--- src/rtl/crc16_byte_stuffing_framer_top_defines.svh ---
// ---------------------------------------------------------------------------
// crc16 framer assertion macros
// shared property shorthands for the framer checks
// ---------------------------------------------------------------------------
`ifndef CRC16_BYTE_STUFFING_FRAMER_TOP_DEFINES_SVH
`define CRC16_BYTE_STUFFING_FRAMER_TOP_DEFINES_SVH

// same-cycle implication
`define FRM_ASSERT_IMP(label, clk, rst_n, ante, cons, msg) \
    label: assert property (@(posedge clk) disable iff (!rst_n) (ante) |-> (cons)) \
        else $error(msg);

// next-cycle implication
`define FRM_ASSERT_NXT(label, clk, rst_n, ante, cons, msg) \
    label: assert property (@(posedge clk) disable iff (!rst_n) (ante) |=> (cons)) \
        else $error(msg);

`endif

--- src/rtl/cbsf_pkg.sv ---
`timescale 1ns / 1ps
// ---------------------------------------------------------------------------
// cbsf_pkg
// shared types, constants and the crc-16 table for the framer
// ---------------------------------------------------------------------------
package cbsf_pkg;

    localparam logic [7:0]  FLAG_BYTE = 8'h7E;
    localparam logic [7:0]  ESC_BYTE  = 8'h7D;
    localparam logic [7:0]  ESC_XOR   = 8'h20;
    localparam logic [15:0] CRC_POLY  = 16'h1021;

    // command queue between front and back
    localparam int QDEPTH = 4;
    localparam int QAW    = $clog2(QDEPTH);
    localparam int QCW    = $clog2(QDEPTH + 1);

    // one classified message byte
    typedef struct packed {
        logic        open;
        logic        last;
        logic [7:0]  data;
        logic [15:0] crc;
    } t_cmd;

    // wire-byte step of the back sequencer
    typedef enum logic [2:0] {
        PH_OPEN,
        PH_DATA,
        PH_DATA2,
        PH_CRCL,
        PH_CRCL2,
        PH_CRCH,
        PH_CRCH2,
        PH_CLOSE
    } t_phase;

    // table entry: idx<<8 divided msb-first by the polynomial
    function automatic logic [15:0] crc_table(input logic [7:0] idx);
        logic [15:0] c;
        c = {idx, 8'h00};
        for (int b = 0; b < 8; b++) begin
            if (c[15]) begin
                c = {c[14:0], 1'b0} ^ CRC_POLY;
            end else begin
                c = {c[14:0], 1'b0};
            end
        end
        return c;
    endfunction

    // byte needs an escape
    function automatic logic needs_esc(input logic [7:0] b);
        return (b == FLAG_BYTE) || (b == ESC_BYTE);
    endfunction

endpackage

--- src/rtl/cbsf_front.sv ---
`timescale 1ns / 1ps
// ---------------------------------------------------------------------------
// cbsf_front
// accepts message bytes, tracks frame state, folds crc, issues commands
// ---------------------------------------------------------------------------
module cbsf_front
    import cbsf_pkg::*;
(
    input  logic       i_clk,
    input  logic       i_rst_n,
    input  logic       i_valid,
    input  logic [7:0] i_data,
    input  logic       i_last,
    input  logic       i_q_full,
    output logic       o_ready,
    output logic       o_push,
    output t_cmd       o_cmd,
    output logic       o_inside
);

    logic        r_inside;
    logic [15:0] r_crc;
    logic        w_open;
    logic [15:0] w_crc_in;
    logic [15:0] w_crc_new;

    // crc update, cleared at frame open
    always_comb begin
        w_open    = !r_inside;
        w_crc_in  = w_open ? 16'h0000 : r_crc;
        w_crc_new = crc_table(w_crc_in[15:8]) ^ {w_crc_in[7:0], 8'h00} ^ {8'h00, i_data};
    end

    assign o_ready = !i_q_full;
    assign o_push  = i_valid && o_ready;

    // command toward the back
    always_comb begin
        o_cmd.open = w_open;
        o_cmd.last = i_last;
        o_cmd.data = i_data;
        o_cmd.crc  = w_crc_new;
    end

    // frame state
    always_ff @(posedge i_clk) begin
        if (!i_rst_n) begin
            r_inside <= 1'b0;
            r_crc    <= 16'h0000;
        end else if (o_push) begin
            r_inside <= !i_last;
            r_crc    <= w_crc_new;
        end
    end

    assign o_inside = r_inside;

endmodule

--- src/rtl/cbsf_queue.sv ---
`timescale 1ns / 1ps
// ---------------------------------------------------------------------------
// cbsf_queue
// small command fifo decoupling front and back
// ---------------------------------------------------------------------------
module cbsf_queue
    import cbsf_pkg::*;
(
    input  logic i_clk,
    input  logic i_rst_n,
    input  logic i_push,
    input  t_cmd i_cmd,
    input  logic i_pop,
    output logic o_full,
    output logic o_valid,
    output t_cmd o_head
);

    t_cmd           r_mem [QDEPTH];
    logic [QAW-1:0] r_wptr;
    logic [QAW-1:0] r_rptr;
    logic [QCW-1:0] r_count;

    assign o_full  = (r_count == QCW'(QDEPTH));
    assign o_valid = (r_count != '0);
    assign o_head  = r_mem[r_rptr];

    // entry storage
    always_ff @(posedge i_clk) begin
        if (i_push) begin
            r_mem[r_wptr] <= i_cmd;
        end
    end

    // pointers and fill count
    always_ff @(posedge i_clk) begin
        if (!i_rst_n) begin
            r_wptr  <= '0;
            r_rptr  <= '0;
            r_count <= '0;
        end else begin
            if (i_push) begin
                r_wptr <= r_wptr + QAW'(1);
            end
            if (i_pop) begin
                r_rptr <= r_rptr + QAW'(1);
            end
            if (i_push && !i_pop) begin
                r_count <= r_count + QCW'(1);
            end else if (i_pop && !i_push) begin
                r_count <= r_count - QCW'(1);
            end
        end
    end

endmodule

--- src/rtl/cbsf_back.sv ---
`timescale 1ns / 1ps
// ---------------------------------------------------------------------------
// cbsf_back
// sequences flags, stuffed data and stuffed crc into wire bytes
// ---------------------------------------------------------------------------
module cbsf_back
    import cbsf_pkg::*;
(
    input  logic       i_clk,
    input  logic       i_rst_n,
    input  logic       i_head_valid,
    input  t_cmd       i_head,
    output logic       o_pop,
    output logic       o_valid,
    input  logic       i_ready,
    output logic [7:0] o_byte,
    output logic       o_end,
    output logic       o_last
);

    t_phase     r_phase;
    t_phase     n_phase;
    t_phase     w_eff;
    logic       r_valid;
    logic [7:0] r_byte;
    logic       r_end;
    logic       r_last;
    logic       w_load;
    logic [7:0] w_byte;
    logic       w_end;
    logic       w_done;

    // load the output register when a command waits and the register is free or being drained
    assign w_load = i_head_valid && (!r_valid || i_ready);
    assign o_pop  = w_load && w_done;

    // wire byte selection and next step
    always_comb begin
        w_eff   = (r_phase == PH_OPEN && !i_head.open) ? PH_DATA : r_phase;
        w_byte  = i_head.data;
        w_end   = 1'b0;
        w_done  = 1'b0;
        n_phase = w_eff;
        case (w_eff)
            PH_OPEN: begin
                w_byte  = FLAG_BYTE;
                n_phase = PH_DATA;
            end
            PH_DATA: begin
                if (needs_esc(i_head.data)) begin
                    w_byte  = ESC_BYTE;
                    n_phase = PH_DATA2;
                end else begin
                    w_byte  = i_head.data;
                    n_phase = PH_CRCL;
                    w_done  = !i_head.last;
                end
            end
            PH_DATA2: begin
                w_byte  = i_head.data ^ ESC_XOR;
                n_phase = PH_CRCL;
                w_done  = !i_head.last;
            end
            PH_CRCL: begin
                if (needs_esc(i_head.crc[7:0])) begin
                    w_byte  = ESC_BYTE;
                    n_phase = PH_CRCL2;
                end else begin
                    w_byte  = i_head.crc[7:0];
                    n_phase = PH_CRCH;
                end
            end
            PH_CRCL2: begin
                w_byte  = i_head.crc[7:0] ^ ESC_XOR;
                n_phase = PH_CRCH;
            end
            PH_CRCH: begin
                if (needs_esc(i_head.crc[15:8])) begin
                    w_byte  = ESC_BYTE;
                    n_phase = PH_CRCH2;
                end else begin
                    w_byte  = i_head.crc[15:8];
                    n_phase = PH_CLOSE;
                end
            end
            PH_CRCH2: begin
                w_byte  = i_head.crc[15:8] ^ ESC_XOR;
                n_phase = PH_CLOSE;
            end
            PH_CLOSE: begin
                w_byte = FLAG_BYTE;
                w_end  = 1'b1;
                w_done = 1'b1;
            end
            default: begin
                w_byte  = FLAG_BYTE;
                n_phase = PH_OPEN;
            end
        endcase
        if (w_done) begin
            n_phase = PH_OPEN;
        end
    end

    // sequencer state
    always_ff @(posedge i_clk) begin
        if (!i_rst_n) begin
            r_phase <= PH_OPEN;
        end else if (w_load) begin
            r_phase <= n_phase;
        end
    end

    // output register
    always_ff @(posedge i_clk) begin
        if (!i_rst_n) begin
            r_valid <= 1'b0;
        end else if (w_load) begin
            r_valid <= 1'b1;
        end else if (i_ready) begin
            r_valid <= 1'b0;
        end
    end

    always_ff @(posedge i_clk) begin
        if (w_load) begin
            r_byte <= w_byte;
            r_end  <= w_end;
            r_last <= w_done;
        end
    end

    assign o_valid = r_valid;
    assign o_byte  = r_byte;
    assign o_end   = r_end;
    assign o_last  = r_last;

endmodule

--- src/rtl/crc16_byte_stuffing_framer_top.sv ---
`timescale 1ns / 1ps
// ---------------------------------------------------------------------------
// crc16_byte_stuffing_framer_top
// message framer: opening flag, crc-16 (0x1021), byte stuffing, closing flag
// ---------------------------------------------------------------------------
// channel   dir  tdata                tuser         tlast
// s_axis    in   [7:0] in_byte        -             last_byte
// m_axis    out  [7:0] out_byte       [0] frame_end last_of_run
//
// one wire byte leaves per cycle while the sink is ready and a command waits;
// an input byte becomes one to eight wire bytes (two for a stuffed byte, more
// for the opening flag and crc trailer); the back sequencer sets the rate;
// the front takes a byte per cycle while the four-entry command queue has room
// synchronous active-low reset empties the queue and closes any open frame
// a stalled output holds its byte; the queue keeps the front running meanwhile
// ---------------------------------------------------------------------------
`include "crc16_byte_stuffing_framer_top_defines.svh"

module crc16_byte_stuffing_framer_top
    import cbsf_pkg::*;
(
    input  logic       i_clk,
    input  logic       i_rst_n,
    input  logic       i_s_axis_tvalid,
    output logic       o_s_axis_tready,
    input  logic [7:0] i_s_axis_tdata,   // [7:0] in_byte
    input  logic       i_s_axis_tlast,
    output logic       o_m_axis_tvalid,
    input  logic       i_m_axis_tready,
    output logic [7:0] o_m_axis_tdata,   // [7:0] out_byte
    output logic       o_m_axis_tuser,   // [0] frame_end
    output logic       o_m_axis_tlast
);

    logic w_push;
    t_cmd w_cmd;
    logic w_q_full;
    logic w_q_valid;
    t_cmd w_head;
    logic w_pop;
    logic w_inside;
    logic w_s_xfer;
    logic w_s_more;
    logic w_close_seen;
    logic w_close_ok;
    logic w_esc_seen;
    logic w_run_open;
    logic w_run_end;

    // front: accept and fold crc
    cbsf_front u_front (
        .i_clk    (i_clk),
        .i_rst_n  (i_rst_n),
        .i_valid  (i_s_axis_tvalid),
        .i_data   (i_s_axis_tdata),
        .i_last   (i_s_axis_tlast),
        .i_q_full (w_q_full),
        .o_ready  (o_s_axis_tready),
        .o_push   (w_push),
        .o_cmd    (w_cmd),
        .o_inside (w_inside)
    );

    // command queue
    cbsf_queue u_queue (
        .i_clk   (i_clk),
        .i_rst_n (i_rst_n),
        .i_push  (w_push),
        .i_cmd   (w_cmd),
        .i_pop   (w_pop),
        .o_full  (w_q_full),
        .o_valid (w_q_valid),
        .o_head  (w_head)
    );

    // back: wire byte sequencer
    cbsf_back u_back (
        .i_clk        (i_clk),
        .i_rst_n      (i_rst_n),
        .i_head_valid (w_q_valid),
        .i_head       (w_head),
        .o_pop        (w_pop),
        .o_valid      (o_m_axis_tvalid),
        .i_ready      (i_m_axis_tready),
        .o_byte       (o_m_axis_tdata),
        .o_end        (o_m_axis_tuser),
        .o_last       (o_m_axis_tlast)
    );

    // terms for the checks below
    assign w_s_xfer     = i_s_axis_tvalid && o_s_axis_tready;
    assign w_s_more     = !i_s_axis_tlast;
    assign w_close_seen = o_m_axis_tvalid && o_m_axis_tuser;
    assign w_close_ok   = (o_m_axis_tdata == FLAG_BYTE) && o_m_axis_tlast;
    assign w_esc_seen   = o_m_axis_tvalid && (o_m_axis_tdata == ESC_BYTE);
    assign w_run_open   = !o_m_axis_tlast && !o_m_axis_tuser;
    assign w_run_end    = o_m_axis_tvalid && o_m_axis_tlast;

    // closing flag is a raw flag and ends the run
    `FRM_ASSERT_IMP(a_close_flag, i_clk, i_rst_n, w_close_seen, w_close_ok, "bad closing flag")

    // an escape byte always has a follower in the same run
    `FRM_ASSERT_IMP(a_esc_not_last, i_clk, i_rst_n, w_esc_seen, w_run_open, "escape ends a run")

    // frame state follows the last-byte marker of each accepted transaction
    `FRM_ASSERT_NXT(a_frame_state, i_clk, i_rst_n, w_s_xfer, w_inside == $past(w_s_more), "frame state")

    // a popped command is always the end of a run on the output
    `FRM_ASSERT_NXT(a_pop_marks_last, i_clk, i_rst_n, w_pop, w_run_end, "pop without run end")

endmodule
--- config.mk ---
export PLATFORM = sky130hd
export DESIGN_NAME = crc16_byte_stuffing_framer_top
export DESIGN_NICKNAME = d
export VERILOG_FILES = /design/src/rtl/cbsf_pkg.sv /design/src/rtl/cbsf_front.sv /design/src/rtl/cbsf_queue.sv /design/src/rtl/cbsf_back.sv /design/src/rtl/crc16_byte_stuffing_framer_top.sv
export VERILOG_INCLUDE_DIRS = /design/src /design/src/rtl
export SDC_FILE = /design/constraint.sdc
export NUM_CORES = 1
export LEC_CHECK = 0
export ABC_AREA = 1
export ABC_CLOCK_PERIOD_IN_PS = 5810
export BUFFER_PORTS_ARGS = -buffer_cell sky130_fd_sc_hd__buf_2
export CORE_UTILIZATION = 50
export CTS_BUF_LIST = sky130_fd_sc_hd__clkbuf_8
export CTS_CLUSTER_DIAMETER = 80
export DETAILED_ROUTE_END_ITERATION = 8
export PLACE_DENSITY = 0.76
export SLEW_MARGIN = 20
export SYNTH_ARGS = -nofsm -noshare
export SYNTH_HDL_FRONTEND = slang
export SYNTH_SLANG_ARGS = --single-unit
--- constraint.sdc ---
create_clock -name i_clk -period 5.81 [get_ports i_clk]
set_input_delay 0.8715 -clock i_clk [delete_from_list [all_inputs] [get_ports i_clk]]
set_output_delay 0.8715 -clock i_clk [all_outputs]
set_load 0.05 [all_outputs]
# Word level (Yosys, flattened, before mapping)
# Memory sizes are Yosys's and may differ from the RTL's. A register that Yosys moved wholly into a read port is not among the register bits.
# Index checks and enable logic that the tools add are counted.
dict set report op_classes {
  addsub 4
  eq_ne 14
  n_mux 30
  n_bitwise 13
  reduce_logical 24
}
# cell count
set ops {}
lappend ops {{13-bit 2-to-1 mux} 8}
lappend ops {{8-bit case mux with 7 select lines} 1}
lappend ops {{8-bit by 7-bit equality test with 1-bit output, second input constant} 6}
lappend ops {{8-bit 2-to-1 mux} 3}
lappend ops {{3-bit inverter} 8}
lappend ops {{3-bit case mux with 7 select lines} 1}
lappend ops {{16-bit 2-to-1 mux} 1}
lappend ops {{16-bit XOR} 1}
lappend ops {{16-bit by 8-bit XOR with 16-bit output} 1}
lappend ops {{3-bit equality test, second input constant} 5}
lappend ops {{3-bit 2-to-1 mux} 4}
lappend ops {{1-bit 2-to-1 mux} 9}
lappend ops {{1-bit logical NOT} 8}
lappend ops {{3-bit by 2-bit equality test with 1-bit output, second input constant} 2}
lappend ops {{1-bit logical AND} 6}
lappend ops {{3-bit logical NOT} 2}
lappend ops {{2-bit by 1-bit adder with 2-bit output, second input constant} 2}
lappend ops {{1-bit logical OR} 4}
lappend ops {{2-bit 2-to-1 mux} 2}
lappend ops {{2-bit nonzero test} 2}
lappend ops {{3-bit by 1-bit adder with 3-bit output, second input constant} 1}
lappend ops {{3-bit by 1-bit equality test with 1-bit output, second input constant} 1}
lappend ops {{1-bit inverter} 3}
lappend ops {{1-bit case mux with 3 select lines} 1}
lappend ops {{other kinds (3)} 3}
dict set report word_totals {
  reg_bits 38
  ram_bits 104
  in_bits 13
  out_inout_bits 12
  elab_cells 96
  mem_count 1
}
# name depth word_bits rd rd_ports_with_merged_regs wr line
set memory_table {}
lappend memory_table {u_queue.r_mem 4 26 1 1 1 cbsf_queue.sv:19} ;# t_cmd r_mem [QDEPTH];

# Depth between registers and ports, before layout
# Gate-level depths: netlist (run 1).
dict set report logic_depth {
  depth_word 19
  mapped_depth 20
  depth_no_buf 19
}

# Modules after synthesis
# A second synthesis (run 1) with hierarchy kept.
dict set report unflattened {
  cells_unflattened 635
  area_unflattened_um2 6502.5
}
# module instances cells_each area_each_um2 seq_area_each_um2
set by_module_without_submodules {}
lappend by_module_without_submodules {cbsf_queue 1 310 4292.9 3303.2}
lappend by_module_without_submodules {cbsf_front 1 176 1203.7 340.3}
lappend by_module_without_submodules {cbsf_back 1 149 1006.0 380.4}

# Worst setup path after synthesis (run 1)
# No wires, ideal clock.
dict set report synth_path {
  path_type {input to register}
  start {in i_m_axis_tready}
  end {reg u_queue.r_count[1]}
  arrival_ns 2.636
  slack_ns 3.053
  stages 8
  n_path_buf 0
  cell_sequence {nor2_1 -> a31oi_1 -> nand2_4 -> ha_1 -> inv_1 -> fa_1 -> o21ai_0 -> a21oi_1}
}
dict set report synth_between {
  elab_chain_len 6
}
# item line
set synth_rtl {}
lappend synth_rtl {{start: declaration} crc16_byte_stuffing_framer_top.sv:29} ;# input logic i_m_axis_tready,
lappend synth_rtl {{1-bit logical OR (*)} cbsf_back.sv:34} ;# assign w_load = i_head_valid && (!r_valid || i_ready);
lappend synth_rtl {{1-bit logical AND (*)} cbsf_back.sv:34}
lappend synth_rtl {{net u_back.w_load} cbsf_back.sv:28} ;# logic w_load;
lappend synth_rtl {{1-bit logical AND (*)} cbsf_back.sv:35} ;# assign o_pop = w_load && w_done;
lappend synth_rtl {{1-bit logical NOT} cbsf_queue.sv:48} ;# if (i_push && !i_pop) begin
lappend synth_rtl {{1-bit logical AND} cbsf_queue.sv:48}
lappend synth_rtl {{3-bit 2-to-1 mux or 2-bit nonzero test (tied branches)} -}
lappend synth_rtl {{end signal: assignment} cbsf_queue.sv:49} ;# r_count <= r_count + QCW'(1);
lappend synth_rtl {{end signal: assignment} cbsf_queue.sv:51} ;# r_count <= r_count - QCW'(1);
lappend synth_rtl {{end: declaration} cbsf_queue.sv:22} ;# logic [QCW-1:0] r_count;
# The timed path passes the listed nets; every way through them passes the cells marked *.
# A chain may end at the register's enable or synchronous reset.

==> flow_summary.json, run 1 <==
{
  "cp_num_cells": 17,
  "rrSetupSlack_ns": 2.24,
  "syn_inst": 671,
  "syn_area_per_cell_um2": 9.75,
  "ant_nets": 0,
  "synth_area_leaders": "edfxtp_1 (52%), nand2_1 (12%), dfxtp_1 (9.2%), inv_1 (4.0%), nand3_1 (3.5%)",
  "arrival_ns": 3.91,
  "grt_antenna_before_repair": 0,
  "final_layout_size_suffix_gt1_share_pct": 13.8,
  "drc": 0,
  "switching_power_mw": 1.37,
  "insertion_delay_ns": 0.46,
  "area_growth_pct": 9.05,
  "crit_path_max_incr_delay_ns": 0.94,
  "max-slew-margin-rel_pct": 37.7,
  "min_path_type": "reg2reg",
  "crit_end": "u_queue.r_count[2]",
  "cp.required_ns": 6.14,
  "switching_share_pct": 40.4,
  "p_int_mw": 2.02,
  "final_hold_viol_count": 0,
  "cts.path.max_buffers": 2,
  "nNetsFinal": 715,
  "synth_top_area_share_pct": 52.3,
  "fin_worst_skew_ns": 0.0186,
  "dieArea_um2": 13500,
  "place_area_um2": 6750,
  "drtPass1Iterations": 5,
  "fin_ws_ns": 2.24,
  "ctsResizeCount": 0,
  "diodes": 0,
  "synthFlopType": "edfxtp_1",
  "grtUsageTotal_pct": 22.1,
  "clkTransAtPathRegs_ns": 0.08,
  "p_clk_share_pct": 22.4,
  "core_area_um2": 12700,
  "start_util_pct": 51.6,
  "vias": 4609,
  "synth-async-reset-ratio_pct": 0,
  "synth-seq-cells": 144,
  "grt_pass1_vias": 4363,
  "fin_setup_tns_ns": 0,
  "register_area_um2": 4030,
  "slew_viol_final": 0,
  "post-place-ws_ns": 2.23,
  "grt_setup_unrepaired": "false",
  "fillers": 1079,
  "die_h_um": 116,
  "maxCapViolations": 0,
  "comb_power_share_pct": 36.0,
  "ys.warnings.count": 0,
  "hold_buffers": 0,
  "critPathMaxFanout": 31,
  "hpwl_um": 9240,
  "start_kind": "register",
  "seqPwrFrac_pct": 41.7,
  "syn_area_um2": 6540,
  "synth.largest_area_cell": "edfxtp_1",
  "worst-r2r-cell-count": 17,
  "die_w_um": 116,
  "cp-end-kind": "register",
  "overflow": 0,
  "wirelength_um": 13600,
  "cts.sinks": 144,
  "clock-root-buffer": "clkbuf_8",
  "postCtsSetupBuffers": 0,
  "finalPower_mw": 3.39,
  "cp_cell_sequence": "inv_2 > nor2_1 > o21ai_1 > nand2_1 > nand2_1 > nor2_1 > nand2_2 > nand3_2 > nand2_2 > nand2_4 > ha_1 > inv_1 > fa_1 > a21oi_1 > o21ai_0 > o21ai_0 > a21oi_1",
  "drt_iter0_markers": 439,
  "fmax_ghz": 0.280,
  "synth_nets": 690,
  "ys_seq_area_share_pct": 61.5,
  "wl_per_cell_um": 15.5,
  "top_level_ports": 25,
  "yosysUniqueCellTypes": 37,
  "portBuffers": 24,
  "grt_max_degree": 59,
  "p_leak_nw": 2.96,
  "worstSetupPathType": "reg2reg",
  "grt_pass1_wl_um": 21800,
  "crit_family": "flip-flops",
  "r2r-end": "u_queue.r_count[2]",
  "vias_per_cell": 5.23,
  "p_per_area_nw_per_um2": 475,
  "finalSetupViolCount": 0,
  "worst_pin_slew_ns": 0.934,
  "fin_crit_sh_pct": 61.5,
  "critPathSlowestCell": "dfxtp_1",
  "finalInstanceArea_um2": 7130,
  "final_common_cell": "nand2_1",
  "cts_tree": "built",
  "numCtsBuffers": 17,
  "gp_congestion": 0.908,
  "worst_ir_drop_vdd_mv": 0.276,
  "critPathBufInv": 2,
  "synth_edf_count": 114,
  "final_cell_mix": "nand2_1 (210), edfxtp_1 (114), inv_1 (70), nand3_1 (46), nor2_1 (40)",
  "period_needed_ns": 3.57,
  "row_count": 41,
  "htree_levels": 4,
  "outcome": "completed",
  "multiInputGateArea_um2": 2050
}
==> worst min-delay path by stage <==
stage,end,cells past startpoint,slack (ns),from
6_report,u_front.r_crc[4],2,0.48,u_front.r_crc[4]
5_1_grt,u_front.r_crc[4],2,0.51,u_front.r_crc[4]
4_1_cts,u_front.r_crc[10],2,0.48,u_front.r_crc[10]
3_5_place_dp,u_front.r_crc[10],2,0.47,u_front.r_crc[10]
3_3_place_gp,u_front.r_crc[10],2,0.45,u_front.r_crc[10]
2_1_floorplan,u_front.r_crc[10],2,0.44,u_front.r_crc[10]
==> cell type report <==
cell class	count	area share (%)
Clock buffer	17	3.28
Clock inverter	15	2.10
Inverter	75	3.95
Multi-Input combinational cell	427	28.8
Sequential cell	144	56.4
Tap cell	172	3.02
Timing Repair Buffer	31	2.42
==> worst register-to-register path: stages, from the launching register on <==
cell	delay, ns
dfxtp_1	0.94
inv_2	0.49
nor2_1	0.21
o21ai_1	0.08
nand2_1	0.12
nand2_1	0.07
nor2_1	0.14
nand2_2	0.09
nand3_2	0.07
nand2_2	0.08
nand2_4	0.07
ha_1	0.13
inv_1	0.07
fa_1	0.43
a21oi_1	0.14
o21ai_0	0.11
o21ai_0	0.16
a21oi_1	0.06
==> power groups by stage <==
| stage | Combinational (mW) | Clock [mW] | Sequential, mW |
|---|---|---|---|
| after floorplan | 0.847 | 0 | 1.55 |
| after global placement | 1.19 | 0 | 1.43 |
| after detailed placement | 1.21 | 0 | 1.43 |
| after CTS | 1.22 | 0.767 | 1.41 |
| after global routing | 1.36 | 0.808 | 1.43 |
| final | 1.22 | 0.757 | 1.41 |
==> metrics by stage <==
stage	std cells	hold slack (ns)	util, %
floorplan	671	0.444	-
global placement	849	0.454	53.3
detailed placement	849	0.468	53.3
CTS	881	0.481	56.3
global route	881	0.511	56.3
finish	881	0.485	56.3
==> synthesized netlist by cell type (2+ instances only) <==
cell and count:
edfxtp_1 114, dfxtp_1 30, buf_2 2, nand3_2 3, a21oi_2 2, inv_1 70, buf_6 9, ha_1 5
xor2_1 13, xnor2_1 5, nand3_1 46, nor2_2 5, o21ai_0 32, nand2_2 12, clkbuf_1 8, a21oi_1 30
nand2_1 210, inv_2 4, buf_4 4, o21ai_1 5, nor2_1 44, o2111ai_1 3
==> registers in the layout, indices dropped and copies added, names as in the netlist, named ones only <==
name / flops
u_queue.r_mem: 104
u_front.r_crc: 16
u_back.o_byte: 8
u_back.r_phase: 3
u_queue.r_count: 3
u_queue.r_rptr: 2
u_queue.r_wptr: 2
u_back.o_end: 1
u_back.o_last: 1
u_back.o_valid: 1
u_front.o_inside: 1
==> kinds of logic (layout without fill, tap and decap cells) <==
kind of cell | Yosys count | in the layout | synth area share (%)
AO/OA/AOI/OAI | 80 | 80 | 6.77
XOR/XNOR | 18 | 18 | 2.41
adder cells (fa/ha/maj) | 6 | 6 | 1.26
buffers and inverters | 100 | 138 | 7.23
flip-flops | 144 | 144 | 61.5
AND/OR/NAND/NOR | 323 | 323 | 20.8
==> per-layer routing <==
metal / track usage (%) / share of wire, % / up-vias
met3: 7.27 / 7.7 / 16
li1: - / - / 2251
met5: 0 / 0 / -
met1: 28.8 / 45 / 2192
met4: 6.92 / 1.0 / 0
met2: 35.1 / 47 / 150
(Power assumes the default switching activity.)
==> inputs of run 2 (changes only) <==
--- a/config.mk
+++ b/config.mk
@@ -7,7 +7,7 @@
 export NUM_CORES = 1
 export LEC_CHECK = 0
 export ABC_AREA = 1
-export ABC_CLOCK_PERIOD_IN_PS = 5810
+export ABC_CLOCK_PERIOD_IN_PS = 3500
 export BUFFER_PORTS_ARGS = -buffer_cell sky130_fd_sc_hd__buf_2
 export CORE_UTILIZATION = 50
 export CTS_BUF_LIST = sky130_fd_sc_hd__clkbuf_8
==> constraint.sdc (replaced) <==
create_clock -name i_clk -period 3.5 [get_ports i_clk]
set_input_delay 0.525 -clock i_clk [delete_from_list [all_inputs] [get_ports i_clk]]
set_output_delay 0.525 -clock i_clk [all_outputs]
set_load 0.05 [all_outputs]
==> flow_summary.json, run 2 (synthesis results as in run 1) <==
{
  "die_w_um": 116,
  "worst_ir_drop_vdd_mv": 0.359,
  "period_needed_ns": 3.02,
  "final_core_util_pct": 56.3,
  "final_hold_viol_count": 0,
  "fin_crit_sh_pct": 86.4,
  "slew_viol_final": 0,
  "max_flop_register": "u_queue.r_mem",
  "arrival_ns": 3.34,
  "p_per_area_nw_per_um2": 782,
  "vias": 4624,
  "grt_antenna_before_repair": 0,
  "row_count": 41,
  "hold_buffers": 0,
  "area_growth_pct": 9.01,
  "fmax_ghz": 0.331,
  "htree_levels": 4,
  "seqPwrFrac_pct": 41.8,
  "fin_setup_tns_ns": 0,
  "cts.path.max_buffers": 2,
  "worst_pin_slew_ns": 0.670,
  "wirelength_um": 13800,
  "dieArea_um2": 13500,
  "final_common_cell": "nand2_1",
  "postCtsSetupBuffers": 0,
  "final_cell_mix": "nand2_1 (210), edfxtp_1 (114), inv_1 (75), nand3_1 (46), nor2_1 (40)",
  "drt_iter0_markers": 433,
  "die_h_um": 116,
  "largest_reg_flops": 104,
  "start_util_pct": 51.6,
  "p_clk_share_pct": 21.0,
  "finalSetupViolCount": 0,
  "grt_pass1_vias": 4314,
  "insertion_delay_ns": 0.44,
  "drtPass1Iterations": 5,
  "overflow": 0,
  "diodes": 0,
  "grt_setup_unrepaired": "false",
  "wl_per_cell_um": 15.6,
  "top_level_ports": 25,
  "core_area_um2": 12700,
  "fin_worst_skew_ns": 0.0163,
  "clkTransAtPathRegs_ns": 0.08,
  "grt_max_degree": 58,
  "grtUsageTotal_pct": 22.1,
  "comb_power_share_pct": 37.1,
  "switching_power_mw": 2.23,
  "nNetsFinal": 719,
  "ctsResizeCount": 0,
  "final_cells": 885,
  "start_kind": "register",
  "p_int_mw": 3.35,
  "maxCapViolations": 0,
  "worstSetupPathType": "reg2reg",
  "cts.sinks": 144,
  "gp_congestion": 0.893,
  "p_leak_nw": 2.99,
  "max-slew-margin-rel_pct": 55.3,
  "final_layout_size_suffix_gt1_share_pct": 13.6,
  "hpwl_um": 9290,
  "grt_pass1_wl_um": 21700,
  "clock-root-buffer": "clkbuf_8",
  "vias_per_cell": 5.22,
  "numCtsBuffers": 17,
  "switching_share_pct": 39.9,
  "ant_nets": 0,
  "cts_tree": "built",
  "place_inst": 853,
  "min_path_type": "in2reg",
  "portBuffers": 24,
  "critPathMaxFanout": 36,
  "cp.required_ns": 3.82,
  "outcome": "completed",
  "drc": 0,
  "cp-end-kind": "register"
}
==> run 2: changes by cell type in the layout (fill, tap and decap cells not counted), sizes merged <==
cell      previous run  this run
buf                 31        35
clkbuf              17        18
clkinv               6         7
clkinvlp             3         0
inv                 80        81
==> run 2: per-layer routing <==
layer  global-route usage (%)  part of all wire [%]
met3                     6.95                   7.3
met5                        0                     0
met2                     34.9                    47
met4                     7.26                   1.6
met1                     29.1                    44
==> run 2: worst paths after layout <==
path                     startpoint  cells after the start              endpoint  slack, ns
setup / recovery           register                     18    u_queue.r_count[2]       0.48
hold / removal    i_s_axis_tdata[4]                      1  u_queue.r_mem[2][20]       0.34
setup reg to reg           register                     18    u_queue.r_count[2]       0.48
hold reg to reg    u_front.r_crc[4]                      2      u_front.r_crc[4]       0.48
==> run 2: worst max-delay path, cell delays in order (launching register included) <==
cell and delay, ns:
dfxtp_2 0.32, inv_2 0.47, nand2_1 0.14, nand2_1 0.11
nand2_1 0.05, nand2_1 0.10, nand3_1 0.09, nor2_1 0.14
nand2_2 0.10, nand3_2 0.07, nand2_2 0.09, nand2_4 0.08
ha_1 0.13, inv_1 0.07, fa_1 0.44, a21oi_1 0.15
o21ai_0 0.12, o21ai_0 0.17, a21oi_1 0.06
==> run 2: through the flow <==
step / total power [mW] / hold WS (ns) / setup slack (ns) / cell area, um^2
after CTS: 5.59 / 0.316 / 0.488 / 7130
after global placement: 4.34 / 0.456 / 0.680 / 6780
after detailed placement: 4.42 / 0.472 / 0.490 / 6780
after global routing: 5.92 / 0.317 / 0.281 / 7130
final: 5.58 / 0.345 / 0.476 / 7130
after floorplan: 3.98 / 0.444 / 0.747 / 6540
==> run 2: power by group through the flow <==
stage / sequential, mW / combinational (mW) / clock, mW
finish: 2.33 / 2.07 / 1.17
global placement: 2.36 / 1.98 / 0
CTS: 2.33 / 2.06 / 1.19
global route: 2.36 / 2.30 / 1.26
floorplan: 2.58 / 1.41 / 0
detailed placement: 2.37 / 2.06 / 0
==> run 2: layout make-up <==
| cell class | instances | area (um^2) |
|---|---|---|
| multi-input cells | 427 | 2050 |
| repair buffers | 35 | 203 |
| fillers | 1063 | 5540 |
| clock inverters | 14 | 104 |
| flip-flops and latches | 144 | 4030 |
| well taps | 172 | 215 |
| clock buffers | 18 | 248 |
| inverters | 75 | 282 |
